--- config.mk ---
export PLATFORM = sky130hd
export DESIGN_NAME = multiply_divide_unit
export DESIGN_NICKNAME = d
export VERILOG_FILES = /design/src/mdu_pkg.sv /design/src/multiply_divide_unit.sv /design/src/mdu_ctrl.sv /design/src/mdu_datapath.sv
export VERILOG_INCLUDE_DIRS = /design/src /design/src/src
export SDC_FILE = /design/constraint.sdc
export NUM_CORES = 1
export LEC_CHECK = 0
export BUFFER_PORTS_ARGS = -buffer_cell sky130_fd_sc_hd__buf_2
export CORE_UTILIZATION = 61
export CTS_CLUSTER_DIAMETER = 30
export DETAILED_ROUTE_END_ITERATION = 8
export PLACE_DENSITY = 0.86
export SYNTH_ARGS = -nofsm -noshare
export SYNTH_HDL_FRONTEND = slang
export SYNTH_HIERARCHICAL = 1
export SYNTH_SLANG_ARGS = --single-unit
--- constraint.sdc ---
create_clock -name clock -period 6.98 [get_ports clock]
set_clock_uncertainty 0.15 [all_clocks]
set_input_delay 0.698 -clock clock [delete_from_list [all_inputs] [get_ports clock]]
set_output_delay 0.698 -clock clock [all_outputs]
set_load 0.03 [all_outputs]
--- src/assert_macros.svh ---
// ----------------------------------------------------------------------------
// assertion macros
// shared concurrent assertion wrappers, empty when synthesizing
// ----------------------------------------------------------------------------
`ifndef ASSERT_MACROS_SVH
`define ASSERT_MACROS_SVH
`ifndef SYNTHESIS
// whole property, sampled on the rising clock edge
`define MDU_ASSERT(label, clk, rst, prop) \
   label: assert property (@(posedge clk) disable iff (rst) (prop)) \
      else $error("assertion failed");
// same-cycle implication
`define MDU_ASSERT_IMP(label, clk, rst, ante, cons) \
   label: assert property (@(posedge clk) disable iff (rst) (ante) |-> (cons)) \
      else $error("assertion failed");
`else
`define MDU_ASSERT(label, clk, rst, prop)
`define MDU_ASSERT_IMP(label, clk, rst, ante, cons)
`endif
`endif

--- src/mdu_pkg.sv ---
// ----------------------------------------------------------------------------
// mdu_pkg
// types and constants shared by the multiply/divide unit
// ----------------------------------------------------------------------------
package mdu_pkg;

   localparam int MDU_XLEN       = 32;   // port width of the data fields
   localparam int MDU_DATA_WIDTH = 32;   // default arithmetic width

   typedef enum logic [2:0] {
      OP_MULT  = 3'd0,
      OP_UMULT = 3'd1,
      OP_DIV   = 3'd2,
      OP_DIVU  = 3'd3,
      OP_MFHI  = 3'd4,
      OP_MFLO  = 3'd5,
      OP_MTHI  = 3'd6,
      OP_MTLO  = 3'd7
   } op_type;

   typedef enum logic [1:0] {
      ST_IDLE,
      ST_PREP,
      ST_ITER,
      ST_FIX
   } mdu_state_type;

   typedef struct packed {
      logic load;       // long operation accepted this cycle
      logic prep;       // operand magnitude cycle
      logic step;       // one bit of multiply or divide
      logic last;       // final bit step
      logic fix;        // result sign fixup, result captured
      logic is_div;
      logic is_signed;
   } mdu_ctl_type;

endpackage

--- src/multiply_divide_unit.sv ---
// ----------------------------------------------------------------------------
// multiply_divide_unit
// multiply/divide unit with hi and lo result registers, bit serial
// ----------------------------------------------------------------------------
// usage
//   an item (req_op, req_operand_a, req_operand_b) is taken at a rising edge
//   with start high and busy low. each item gives one result on rsp_* for a
//   single cycle, marked by rsp_strobe; the receiver must take it then.
// sequencing
//   mult, multu, div, divu: an operand magnitude state, DATA_WIDTH bit
//   steps of the shared shift-add / shift-subtract unit and a sign fixup
//   state, with busy high through all of them; the strobe is registered
//   from the fixup state. the next item can be taken in the strobe cycle.
//   mfhi, mflo, mthi, mtlo: strobe in the cycle after acceptance, busy stays
//   low, one item per cycle.
// reset
//   synchronous, clears hi, lo, the sequencer and the strobe.
// signed division truncates toward zero; divide by zero and the most
// negative value over minus one fall out of the same restoring datapath
// ----------------------------------------------------------------------------
`include "assert_macros.svh"

module multiply_divide_unit import mdu_pkg::*; #(
   parameter int DATA_WIDTH = MDU_DATA_WIDTH
) (
   input  logic                clock,
   input  logic                reset,
   input  logic                start,
   output logic                busy,
   input  logic [2:0]          req_op,
   input  logic [MDU_XLEN-1:0] req_operand_a,
   input  logic [MDU_XLEN-1:0] req_operand_b,
   output logic                rsp_strobe,
   output logic [MDU_XLEN-1:0] rsp_read_value,
   output logic [MDU_XLEN-1:0] rsp_hi_after,
   output logic [MDU_XLEN-1:0] rsp_lo_after
);

   localparam int W = DATA_WIDTH;

   mdu_ctl_type   ctl;
   logic          accept;
   logic [W-1:0]  op_a, op_b;
   logic [W-1:0]  res_hi, res_lo;

   // architectural hi/lo
   logic [W-1:0]  hi_ff, hi_in;
   logic [W-1:0]  lo_ff, lo_in;
   // result output register
   logic          strobe_ff, strobe_in;
   logic [W-1:0]  rd_ff, rd_in;

   // operands reduced to the arithmetic width
   assign op_a   = req_operand_a[W-1:0];
   assign op_b   = req_operand_b[W-1:0];
   assign accept = start && !busy;

   mdu_ctrl #(
      .DATA_WIDTH (DATA_WIDTH)
   ) u_ctrl (
      .clock (clock),
      .reset (reset),
      .start (start),
      .op    (req_op),
      .busy  (busy),
      .ctl   (ctl)
   );

   mdu_datapath #(
      .DATA_WIDTH (DATA_WIDTH)
   ) u_datapath (
      .clock  (clock),
      .ctl    (ctl),
      .op_a   (op_a),
      .op_b   (op_b),
      .res_hi (res_hi),
      .res_lo (res_lo)
   );

   // a move or read can't coincide with the fixup cycle, busy is high there
   always_comb begin
      hi_in     = hi_ff;
      lo_in     = lo_ff;
      rd_in     = '0;
      strobe_in = 1'b0;
      priority if (ctl.fix) begin
         hi_in     = res_hi;
         lo_in     = res_lo;
         strobe_in = 1'b1;
      end else if (accept && req_op[2]) begin
         strobe_in = 1'b1;
         unique case (op_type'(req_op))
            OP_MFHI: begin
               rd_in = hi_ff;
            end
            OP_MFLO: begin
               rd_in = lo_ff;
            end
            OP_MTHI: begin
               hi_in = op_a;
            end
            OP_MTLO: begin
               lo_in = op_a;
            end
            OP_MULT, OP_UMULT, OP_DIV, OP_DIVU: begin
               // handled by the sequencer
               strobe_in = 1'b0;
            end
         endcase
      end
   end

   always_ff @(posedge clock) begin
      if (reset) begin
         hi_ff     <= '0;
         lo_ff     <= '0;
         strobe_ff <= 1'b0;
      end else begin
         hi_ff     <= hi_in;
         lo_ff     <= lo_in;
         strobe_ff <= strobe_in;
      end
      rd_ff <= rd_in;
   end

   // hi/lo are the result's after-values once the strobe is up
   assign rsp_strobe     = strobe_ff;
   assign rsp_read_value = MDU_XLEN'(rd_ff);
   assign rsp_hi_after   = MDU_XLEN'(hi_ff);
   assign rsp_lo_after   = MDU_XLEN'(lo_ff);

   `MDU_ASSERT_IMP(a_done_strobe, clock, reset, $fell(busy) && !$past(reset), rsp_strobe)
   `MDU_ASSERT(a_mthi_load, clock, reset, (accept && req_op == OP_MTHI) |=> (hi_ff == $past(op_a)))
   `MDU_ASSERT(a_mfhi_read, clock, reset, (accept && req_op == OP_MFHI) |=> (rsp_strobe && rsp_read_value == rsp_hi_after))

endmodule

--- src/mdu_ctrl.sv ---
// ----------------------------------------------------------------------------
// mdu_ctrl
// sequencer for the bit-serial multiply and divide
// ----------------------------------------------------------------------------
`include "assert_macros.svh"

module mdu_ctrl import mdu_pkg::*; #(
   parameter int DATA_WIDTH = MDU_DATA_WIDTH
) (
   input  logic        clock,
   input  logic        reset,
   input  logic        start,
   input  logic [2:0]  op,
   output logic        busy,
   output mdu_ctl_type ctl
);

   localparam int CW = $clog2(DATA_WIDTH);

   mdu_state_type   state_ff, state_in;
   logic [CW-1:0]   cnt_ff, cnt_in;
   logic            div_ff, div_in;
   logic            sgn_ff, sgn_in;
   logic            accept;
   logic            op_long;
   logic            op_div;
   logic            op_signed;
   logic            last_step;

   always_comb begin
      op_long   = 1'b0;
      op_div    = 1'b0;
      op_signed = 1'b0;
      unique case (op_type'(op))
         OP_MULT: begin
            op_long   = 1'b1;
            op_signed = 1'b1;
         end
         OP_UMULT: begin
            op_long = 1'b1;
         end
         OP_DIV: begin
            op_long   = 1'b1;
            op_div    = 1'b1;
            op_signed = 1'b1;
         end
         OP_DIVU: begin
            op_long = 1'b1;
            op_div  = 1'b1;
         end
         OP_MFHI, OP_MFLO, OP_MTHI, OP_MTLO: begin
            op_long = 1'b0;
         end
      endcase
   end

   assign busy      = (state_ff != ST_IDLE);
   assign accept    = start && !busy;
   assign last_step = (state_ff == ST_ITER) && (cnt_ff == CW'(DATA_WIDTH - 1));

   // next state
   always_comb begin
      state_in = state_ff;
      cnt_in   = cnt_ff;
      unique case (state_ff)
         ST_IDLE: begin
            if (accept && op_long) begin
               state_in = ST_PREP;
            end
         end
         ST_PREP: begin
            state_in = ST_ITER;
            cnt_in   = '0;
         end
         ST_ITER: begin
            cnt_in = cnt_ff + 1'b1;
            if (last_step) begin
               state_in = ST_FIX;
            end
         end
         ST_FIX: begin
            state_in = ST_IDLE;
         end
      endcase
   end

   assign div_in = (accept && op_long) ? op_div    : div_ff;
   assign sgn_in = (accept && op_long) ? op_signed : sgn_ff;

   // outputs
   always_comb begin
      ctl.load      = accept && op_long;
      ctl.prep      = (state_ff == ST_PREP);
      ctl.step      = (state_ff == ST_ITER);
      ctl.last      = last_step;
      ctl.fix       = (state_ff == ST_FIX);
      ctl.is_div    = ctl.load ? op_div    : div_ff;
      ctl.is_signed = ctl.load ? op_signed : sgn_ff;
   end

   always_ff @(posedge clock) begin
      if (reset) begin
         state_ff <= ST_IDLE;
      end else begin
         state_ff <= state_in;
      end
      cnt_ff <= cnt_in;
      div_ff <= div_in;
      sgn_ff <= sgn_in;
   end

   `MDU_ASSERT(a_long_prep, clock, reset, (accept && op_long) |=> (state_ff == ST_PREP))
   `MDU_ASSERT(a_last_fix, clock, reset, last_step |=> (state_ff == ST_FIX))
   `MDU_ASSERT(a_fix_once, clock, reset, (state_ff == ST_FIX) |=> (state_ff == ST_IDLE))

endmodule

--- src/mdu_datapath.sv ---
// ----------------------------------------------------------------------------
// mdu_datapath
// shift registers and the shared add/subtract for multiply and divide
// ----------------------------------------------------------------------------
module mdu_datapath import mdu_pkg::*; #(
   parameter int DATA_WIDTH = MDU_DATA_WIDTH
) (
   input  logic                  clock,
   input  mdu_ctl_type           ctl,
   input  logic [DATA_WIDTH-1:0] op_a,
   input  logic [DATA_WIDTH-1:0] op_b,
   output logic [DATA_WIDTH-1:0] res_hi,
   output logic [DATA_WIDTH-1:0] res_lo
);

   localparam int W = DATA_WIDTH;

   logic [W:0]   acc_ff, acc_in;     // partial product high part / remainder
   logic [W-1:0] mq_ff, mq_in;       // multiplier bits out / quotient bits in
   logic [W:0]   opnd_ff, opnd_in;   // multiplicand or divisor
   logic         nneg_ff, nneg_in;   // dividend negative
   logic         qneg_ff, qneg_in;   // quotient negative
   logic [W+1:0] add_x, add_y, add_sum;
   logic         add_sub;

   // one adder serves both operations
   always_comb begin
      if (ctl.is_div) begin
         add_x   = {1'b0, acc_ff[W-1:0], mq_ff[W-1]};
         add_y   = {1'b0, opnd_ff};
         add_sub = 1'b1;
      end else begin
         add_x   = {acc_ff[W], acc_ff};
         add_y   = mq_ff[0] ? {opnd_ff[W], opnd_ff} : '0;
         // sign bit of a signed multiplier has negative weight
         add_sub = ctl.is_signed && ctl.last;
      end
      add_sum = add_sub ? (add_x - add_y) : (add_x + add_y);
   end

   always_comb begin
      acc_in  = acc_ff;
      mq_in   = mq_ff;
      opnd_in = opnd_ff;
      nneg_in = nneg_ff;
      qneg_in = qneg_ff;
      priority if (ctl.load) begin
         acc_in  = '0;
         nneg_in = ctl.is_signed && op_a[W-1];
         qneg_in = ctl.is_signed && (op_a[W-1] ^ op_b[W-1]);
         if (ctl.is_div) begin
            mq_in   = op_a;
            opnd_in = {1'b0, op_b};
         end else begin
            mq_in   = op_b;
            opnd_in = {ctl.is_signed && op_a[W-1], op_a};
         end
      end else if (ctl.prep) begin
         // magnitudes for signed divide
         if (ctl.is_div) begin
            mq_in = nneg_ff ? ('0 - mq_ff) : mq_ff;
            opnd_in = {1'b0, (nneg_ff ^ qneg_ff) ? ('0 - opnd_ff[W-1:0])
                                                 : opnd_ff[W-1:0]};
         end
      end else if (ctl.step) begin
         if (ctl.is_div) begin
            if (add_sum[W+1]) begin
               acc_in = {1'b0, add_x[W-1:0]};
               mq_in  = {mq_ff[W-2:0], 1'b0};
            end else begin
               acc_in = {1'b0, add_sum[W-1:0]};
               mq_in  = {mq_ff[W-2:0], 1'b1};
            end
         end else begin
            acc_in = add_sum[W+1:1];
            mq_in  = {add_sum[0], mq_ff[W-1:1]};
         end
      end
   end

   always_ff @(posedge clock) begin
      acc_ff  <= acc_in;
      mq_ff   <= mq_in;
      opnd_ff <= opnd_in;
      nneg_ff <= nneg_in;
      qneg_ff <= qneg_in;
   end

   // sign fixup, valid while ctl.fix is high
   assign res_hi = (ctl.is_div && nneg_ff) ? ('0 - acc_ff[W-1:0]) : acc_ff[W-1:0];
   assign res_lo = (ctl.is_div && qneg_ff) ? ('0 - mq_ff) : mq_ff;

endmodule

==> results of run 1 <==
==> logic make-up (layout without fill, tap and decap cells) <==
kind of cell / after synthesis / count (layout) / share of synthesized area, %
adder cells (fa/ha/maj): 45 / 45 / 3.58
flip-flops: 206 / 206 / 30.4
multiplexers: 135 / 135 / 8.80
AND/OR/NAND/NOR: 526 / 526 / 15.3
buffers and inverters: 256 / 373 / 6.58
AO/OA/AOI/OAI: 597 / 597 / 26.2
XOR/XNOR: 167 / 167 / 9.17
==> sequential cells by signal, indices dropped and copies added, names as in the netlist, 2 cells and up <==
register	flops
u_datapath/acc_ff	33
u_ctrl/cnt_ff	5
rsp_read_value	32
u_ctrl/state_ff	2
rsp_hi_after	32
u_datapath/opnd_ff	33
u_datapath/mq_ff	32
rsp_lo_after	32
==> synth_stat cells (11+ instances only) <==
cell type | n | area, sq um
a211oi_1 | 45 | 338
a21oi_1 | 129 | 646
a221oi_2 | 60 | 901
a22oi_1 | 34 | 255
a31oi_1 | 77 | 482
and2_1 | 13 | 81.3
buf_4 | 15 | 113
clkbuf_1 | 124 | 465
dfxtp_1 | 134 | 2680
edfxtp_1 | 72 | 2160
ha_1 | 44 | 551
inv_1 | 94 | 353
mux2_2 | 40 | 450
mux2i_1 | 93 | 931
nand2_1 | 159 | 597
nand2b_1 | 12 | 75.1
nand3_1 | 36 | 180
nor2_1 | 188 | 706
nor3_1 | 25 | 125
nor4_1 | 11 | 68.8
o21ai_0 | 161 | 806
o31ai_1 | 13 | 97.6
or3_1 | 21 | 131
or4_1 | 11 | 82.6
xnor2_1 | 95 | 832
xor2_1 | 72 | 631
==> worst max-delay path, delay by kind of cell (launching register included) <==
kind | cells | cell delay, ps
AOI/OAI and AO/OA | 10 | 2590
and+or+nand+nor | 5 | 1080
adders and majority gates | 3 | 880
buffers and inverters | 4 | 590
muxes | 1 | 440
DFF | 1 | 400
==> power breakdown <==
group | internal (W) | switching [W]
clock | 0.00153 | 0.000758
combinational | 0.00241 | 0.00435
sequential | 0.00172 | 0.000557
total | 0.00566 | 0.00566
==> through the flow <==
| stage | hold WS, ps | cells |
|---|---|---|
| 2_1_floorplan | 285 | 1932 |
| 5_1_grt | 387 | 2379 |
| 3_3_place_gp | 345 | 2295 |
| 4_1_cts | 359 | 2379 |
| 6_report | 355 | 2379 |
| 3_5_place_dp | 363 | 2295 |
==> layer usage <==
layer	vias to the layer above	share of wire, %	global-route usage, %
li1	7206	-	-
met3	200	12	8.71
met5	-	0	0
met1	7653	39	54.7
met2	1245	43	59.6
met4	0	5.3	20.5
==> what timing repair did <==
action,CTS,global route
buffers inserted,0,0
resized for setup,0,4
endpoints found under the setup margin,0,34
==> worst min-delay path by stage <==
stage                     startpoint                  to  slack, ps
finish                     req_op[2]          rsp_strobe        360
floorplan              u_ctrl/sgn_ff       u_ctrl/sgn_ff        280
global route               req_op[2]          rsp_strobe        390
detailed placement   rsp_hi_after[5]     rsp_hi_after[5]        360
global placement    rsp_lo_after[31]  rsp_read_value[31]        350
CTS                        req_op[2]          rsp_strobe        360
==> area by class of cell <==
cell class / count / share of cell area (%)
clock inverter: 31 / 2.49
timing repair buffer: 193 / 5.61
tap: 330 / 2.24
sequential: 206 / 26.3
clock buffer: 53 / 6.45
inverter: 96 / 1.97
multi-input combinational: 1470 / 54.9
==> summary.txt, run 1 <==
Run status
  • Outcome: finished clean

Clock network
  • CTS max path bufs: 3
  • CTS tree: done
  • CTS buffer count: 45
  • Reg clk slew, reported paths: 50 ps
  • Clock root cell: clkbuf_16
  • Hold Buf Count CTS: 0
  • Htree depth: 2
  • Clock sink count: roughly 210
  • Clk_lat worst skew: around 560 ps

Synth
  • Syn Nets: 2,047
  • EDFF count, synth: 72
  • Sequential fraction of the synthesis area: 30.4%
  • Synth Flop Type: dfxtp_1
  • Avg Synthesized Cell Area: 8.26 sq um
  • Synth Register Bits: approximately 210
  • Post-Syn Instances: between 1,500 and 2,000
  • Synthesis warning total: 6
  • Ys async rst share: 0%
  • Synth cell types: 77
  • Synthesized area: 15,900 sq um

Final layout
  • Layout cell share with drive strength beyond 1: a little under 20%
  • Register area: 4840 sq um
  • Area grow syn2layout: 15.5%
  • Most common cell after layout, fill and taps aside: nor2_1
  • Finished Cell Area: 18,400 sq um
  • Most frequent cells in the layout: nor2_1 (188), buf_2 (166), o21ai_0 (159), nand2_1 (159), dfxtp_1 (134)
  • Core Util, Final: 72.5%
  • Multi-input logic area: between 10,000 and 15,000 sq um
  • Layout fillers: ~1,900
  • N_diodes: 0
  • Final net count: between 2,000 and 2,500

Global route
  • Vias in the first global route: about 15,000
  • Total grt overflow: 0
  • First-pass GRT wire length: 83,400 um
  • Global-route usage over all layers: 40.2%
  • Largest net degree at the start of global routing: 115
  • Initial antenna violation count: 0

Route
  • WL per Instance: 23.3 um
  • Via count: 16,300
  • DR vias/cell: ~6.9
  • Starting DRT DRC Count: 2,695
  • Remaining DRCs: 0
  • Post-route ant nets: 0
  • Detailed-route wire length: 55,400 um
  • 1st-pass router iterations: 7

Timing
  • Final Worst Setup Slack: 549 ps
  • Fmax: 156 MHz
  • Tightest Pin Transition: 1320 ps
  • RSZ-0062 raised after global routing: false
  • Min Clock Period, post-route: about 6400 ps
  • Rel. slew slack: a little under an eighth
  • Setup tns final: 0 ps
  • Number of setup violations in the final report: 0
  • Hold Violations, Final: 0
  • Slew Viols, Final: 0
  • Period utilization: between 90% and 100%

Power and ir drop
  • Tot Pwr: 0.0113 W
  • LEAKAGE: ~7.4 nW
  • PD cells: 615 nW/um^2
  • Max VDD drop: 309 uV

Die
  • Initial core utilization: 62.8%
  • Chip height: roughly 160 um
  • Die Area: about 27,000 sq um
  • Die width: 164 um
  • # rows: 58
  • Top Ports: 168
  • Core Area: 25,400 sq um

Hold path
  • Worst Hold Depth: 3
  • Worst Hold Class: input pin to flop

Placement
  • Final HPWL DP: approximately 39,000 um
  • DP Area: 16,800 sq um
  • Placer congestion estimate: 1.03
  • Setup WS pre-CTS: 24.7 ps
  • PortBufs: 167

Worst setup path
  • Critical Path AT: ~6500 ps
  • Worst path slowest cell: a2111oi_1
  • Critical-path cell list: inv_1 -> ha_1 -> nand3b_1 -> mux2_8 -> inv_1 -> nand2_1 -> nand2_1 -> ha_1 -> inv_1 -> o21ai_2 -> nand3_1 -> o21ai_0 -> a21oi_1 -> ha_1 -> a21o_1 -> a2111oi_1 -> a21oi_1 -> o31ai_2 -> a21oi_4 -> nor2_4 -> buf_4 -> a21oi_1 -> o2bb2ai_1
  • Crit path from: u_ctrl/state_ff[0]
  • Setup crit end kind: flop
  • CP Class: flop to flop
  • Worst R2R End: u_datapath/mq_ff[0]
  • FF-to-FF path depth: 23
  • CP Launch Type: flop
  • Worst path max stage delay: between 600 and 700 ps
  • Worst r2r src: u_ctrl/state_ff[0]
  • CP endpoint: u_datapath/mq_ff[0]
  • CP max FO: 19
  • Worst R2R Setup Slack: 550 ps
  • Worst path required time: 7090 ps

Job
  • Max Cap Viol: 0
Power figures use the tool's default switching activity.
==> run 2: changes to the inputs <==
--- a/config.mk
+++ b/config.mk
@@ -7,10 +7,11 @@
 export NUM_CORES = 1
 export LEC_CHECK = 0
 export BUFFER_PORTS_ARGS = -buffer_cell sky130_fd_sc_hd__buf_2
-export CORE_UTILIZATION = 61
+export CORE_UTILIZATION = 62
+export CTS_BUF_LIST = sky130_fd_sc_hd__clkbuf_2
 export CTS_CLUSTER_DIAMETER = 30
 export DETAILED_ROUTE_END_ITERATION = 8
-export PLACE_DENSITY = 0.86
+export PLACE_DENSITY = 0.87
 export SYNTH_ARGS = -nofsm -noshare
 export SYNTH_HDL_FRONTEND = slang
 export SYNTH_HIERARCHICAL = 1
==> summary.txt, run 2 (synthesis results as in run 1) <==
Timing
  • Tightest Pin Transition: about 1300 ps
  • Fmax: 153 MHz
  • Period utilization: about 94%
  • Min Clock Period, post-route: about 6500 ps
  • Slew Viols, Final: 0
  • Hold Violations, Final: 0
  • Rel. slew slack: 11.3%
  • Setup tns final: 0 ps
  • Number of setup violations in the final report: 0
  • RSZ-0062 raised after global routing: false

Worst setup path
  • Setup crit end kind: flop
  • CP endpoint: u_datapath/acc_ff[28]
  • CP max FO: 28
  • Worst path max stage delay: 580 ps
  • Worst Path Buf+Inv: 4
  • Critical-path cell list: inv_1 -> ha_1 -> nand3b_1 -> mux2_8 -> inv_1 -> buf_4 -> nand2_1 -> nor2_1 -> nand2_1 -> o21ai_0 -> a21oi_1 -> ha_1 -> a21o_1 -> a2111oi_2 -> a21oi_1 -> o31ai_1 -> a21oi_4 -> nor2_4 -> buf_4 -> mux2_1 -> o311a_1
  • Crit path from: u_ctrl/state_ff[0]
  • Worst R2R Setup Slack: 440 ps
  • FF-to-FF path depth: 21
  • Worst R2R End: u_datapath/acc_ff[28]
  • Critical Path AT: 7200 ps
  • Worst path slowest cell: o31ai_1
  • CP Class: flop to flop
  • CP Launch Type: flop
  • Worst path depth: 21
  • Worst r2r src: u_ctrl/state_ff[0]
  • CP delay by family, top: compound AO/OA/AOI/OAI gates
  • Worst path required time: 7640 ps

Placement
  • Placer congestion estimate: ~1.0
  • Final HPWL DP: 39,900 um
  • PortBufs: 167
  • DP Area: 16,800 sq um
  • Dpl cells: 2,295

Die
  • Die Area: 26,400 sq um
  • Core Area: 25,200 sq um
  • Initial core utilization: a little under two thirds
  • # rows: 58
  • Chip height: 162 um
  • Die width: 162 um
  • Top Ports: 168

Global route
  • Initial antenna violation count: 3
  • Total grt overflow: 0
  • Largest net degree at the start of global routing: 93
  • First-pass GRT wire length: about 81,000 um
  • Vias in the first global route: 14,200
  • Global-route usage over all layers: 39.5%

Route
  • Via count: 16,100
  • Starting DRT DRC Count: 2,083
  • Detailed-route wire length: between 50,000 and 60,000 um
  • 1st-pass router iterations: 6
  • WL per Instance: 22.4 um
  • DR vias/cell: 6.69
  • Remaining DRCs: 0
  • Post-route ant nets: 0

Clock network
  • CTS buffer count: 57
  • CTS tree: done
  • Clock sink count: 206
  • Htree depth: 2
  • Clk_lat worst skew: 910 ps
  • CTS max path bufs: 3
  • Reg clk slew, reported paths: 110 ps
  • Clock root cell: clkbuf_2

Final layout
  • Area grow syn2layout: 8.90%
  • Non-filler cells, final: 2,412
  • Layout cell share with drive strength beyond 1: between 10% and 20%
  • Most common cell after layout, fill and taps aside: nor2_1
  • Largest regs: u_datapath/acc_ff (33), u_datapath/opnd_ff (33)
  • Final net count: around 2,100
  • Core Util, Final: a little under 70%
  • Finished Cell Area: between 15,000 and 20,000 sq um
  • Most frequent cells in the layout: nor2_1 (188), buf_2 (166), o21ai_0 (160)

Power and ir drop
  • PD cells: 576 nW/um^2
  • Combinational Power Share: 68.5%
  • Max VDD drop: 295 uV
  • Flop pwr share: 22.5%
  • Switch Pwr: ~0.0055 W
  • Clock power share: 8.9%
  • Tot Pwr: 0.0100 W
  • Switching Fraction: 54.6%
  • Internal power: 0.00454 W
  • LEAKAGE: 7.04 nW

Run status
  • Outcome: finished clean

Job
  • Max Cap Viol: 0

Hold path
  • Worst Hold Class: input pin to flop
==> run 2: cell types whose count changed in the layout (fill, tap and decap cells not counted), moves of 6 or more <==
cell	previous run	this run
buf_4	27	35
clkbuf_16	46	0
clkbuf_1	6	0
clkbuf_2	0	72
clkinv_4	6	0
clkinv_1	2	27
bufinv_16	8	1
==> run 2: metrics by stage <==
stage | hold WS, ps | setup WS [ps]
after CTS | 3.05 | 317
after detailed placement | 353 | 279
final | 31.2 | 440
after global placement | 340 | 398
after floorplan | 285 | 682
after global routing | 46.1 | 152
==> run 2: final cells by class <==
| type | count | area, sq um |
|---|---|---|
| diodes | 2 | 5.00 |
| well taps | 330 | 413 |
| repair buffers | 202 | 1100 |
| fillers | 2020 | 7810 |
| inverters | 96 | 363 |
| clock buffers | 72 | 360 |
| flip-flops and latches | 206 | 4840 |
| clock inverters | 34 | 169 |
| multi-input cells | 1470 | 10100 |
==> run 2: worst min-delay path, cell delays in order <==
cell     delay, ps
buf_2           90
mux2i_1         60
a21oi_1        130
==> run 2: layer usage <==
| layer | vias up | global-route usage [%] | share of wire (%) |
|---|---|---|---|
| met2 | 1056 | 57.3 | 42 |
| met4 | 0 | 20.2 | 5.0 |
| met3 | 156 | 9.17 | 12 |
| li1 | 7277 | - | - |
| met1 | 7654 | 54.6 | 41 |
| met5 | - | 0 | 0 |
==> run 2: worst min path at each step <==
stage,startpoint,to,slack (ps),cells after the start
global route,start,rsp_read_value[30],50,3
detailed placement,rsp_lo_after[31],rsp_read_value[31],350,2
global placement,rsp_lo_after[0],rsp_read_value[0],340,2
floorplan,u_ctrl/sgn_ff,u_ctrl/sgn_ff,280,2
finish,req_operand_b[10],u_datapath/mq_ff[10],30,3
CTS,start,rsp_read_value[30],3,3
==> run 2: power by group through the flow <==
stage | logic, W | clock network, W | registers, W
floorplan | 0.00482 | 0 | 0.00212
global placement | 0.00640 | 0 | 0.00224
detailed placement | 0.00648 | 0 | 0.00225
CTS | 0.00652 | 0.000899 | 0.00222
global route | 0.00734 | 0.000957 | 0.00229
finish | 0.00686 | 0.000894 | 0.00225
==> run 2: timing repair <==
item,CTS,global route
endpoints found under the hold margin,1,0
gates resized for setup,0,2
setup endpoints to repair,0,22
hold buffers,1,0
buffers inserted,0,8
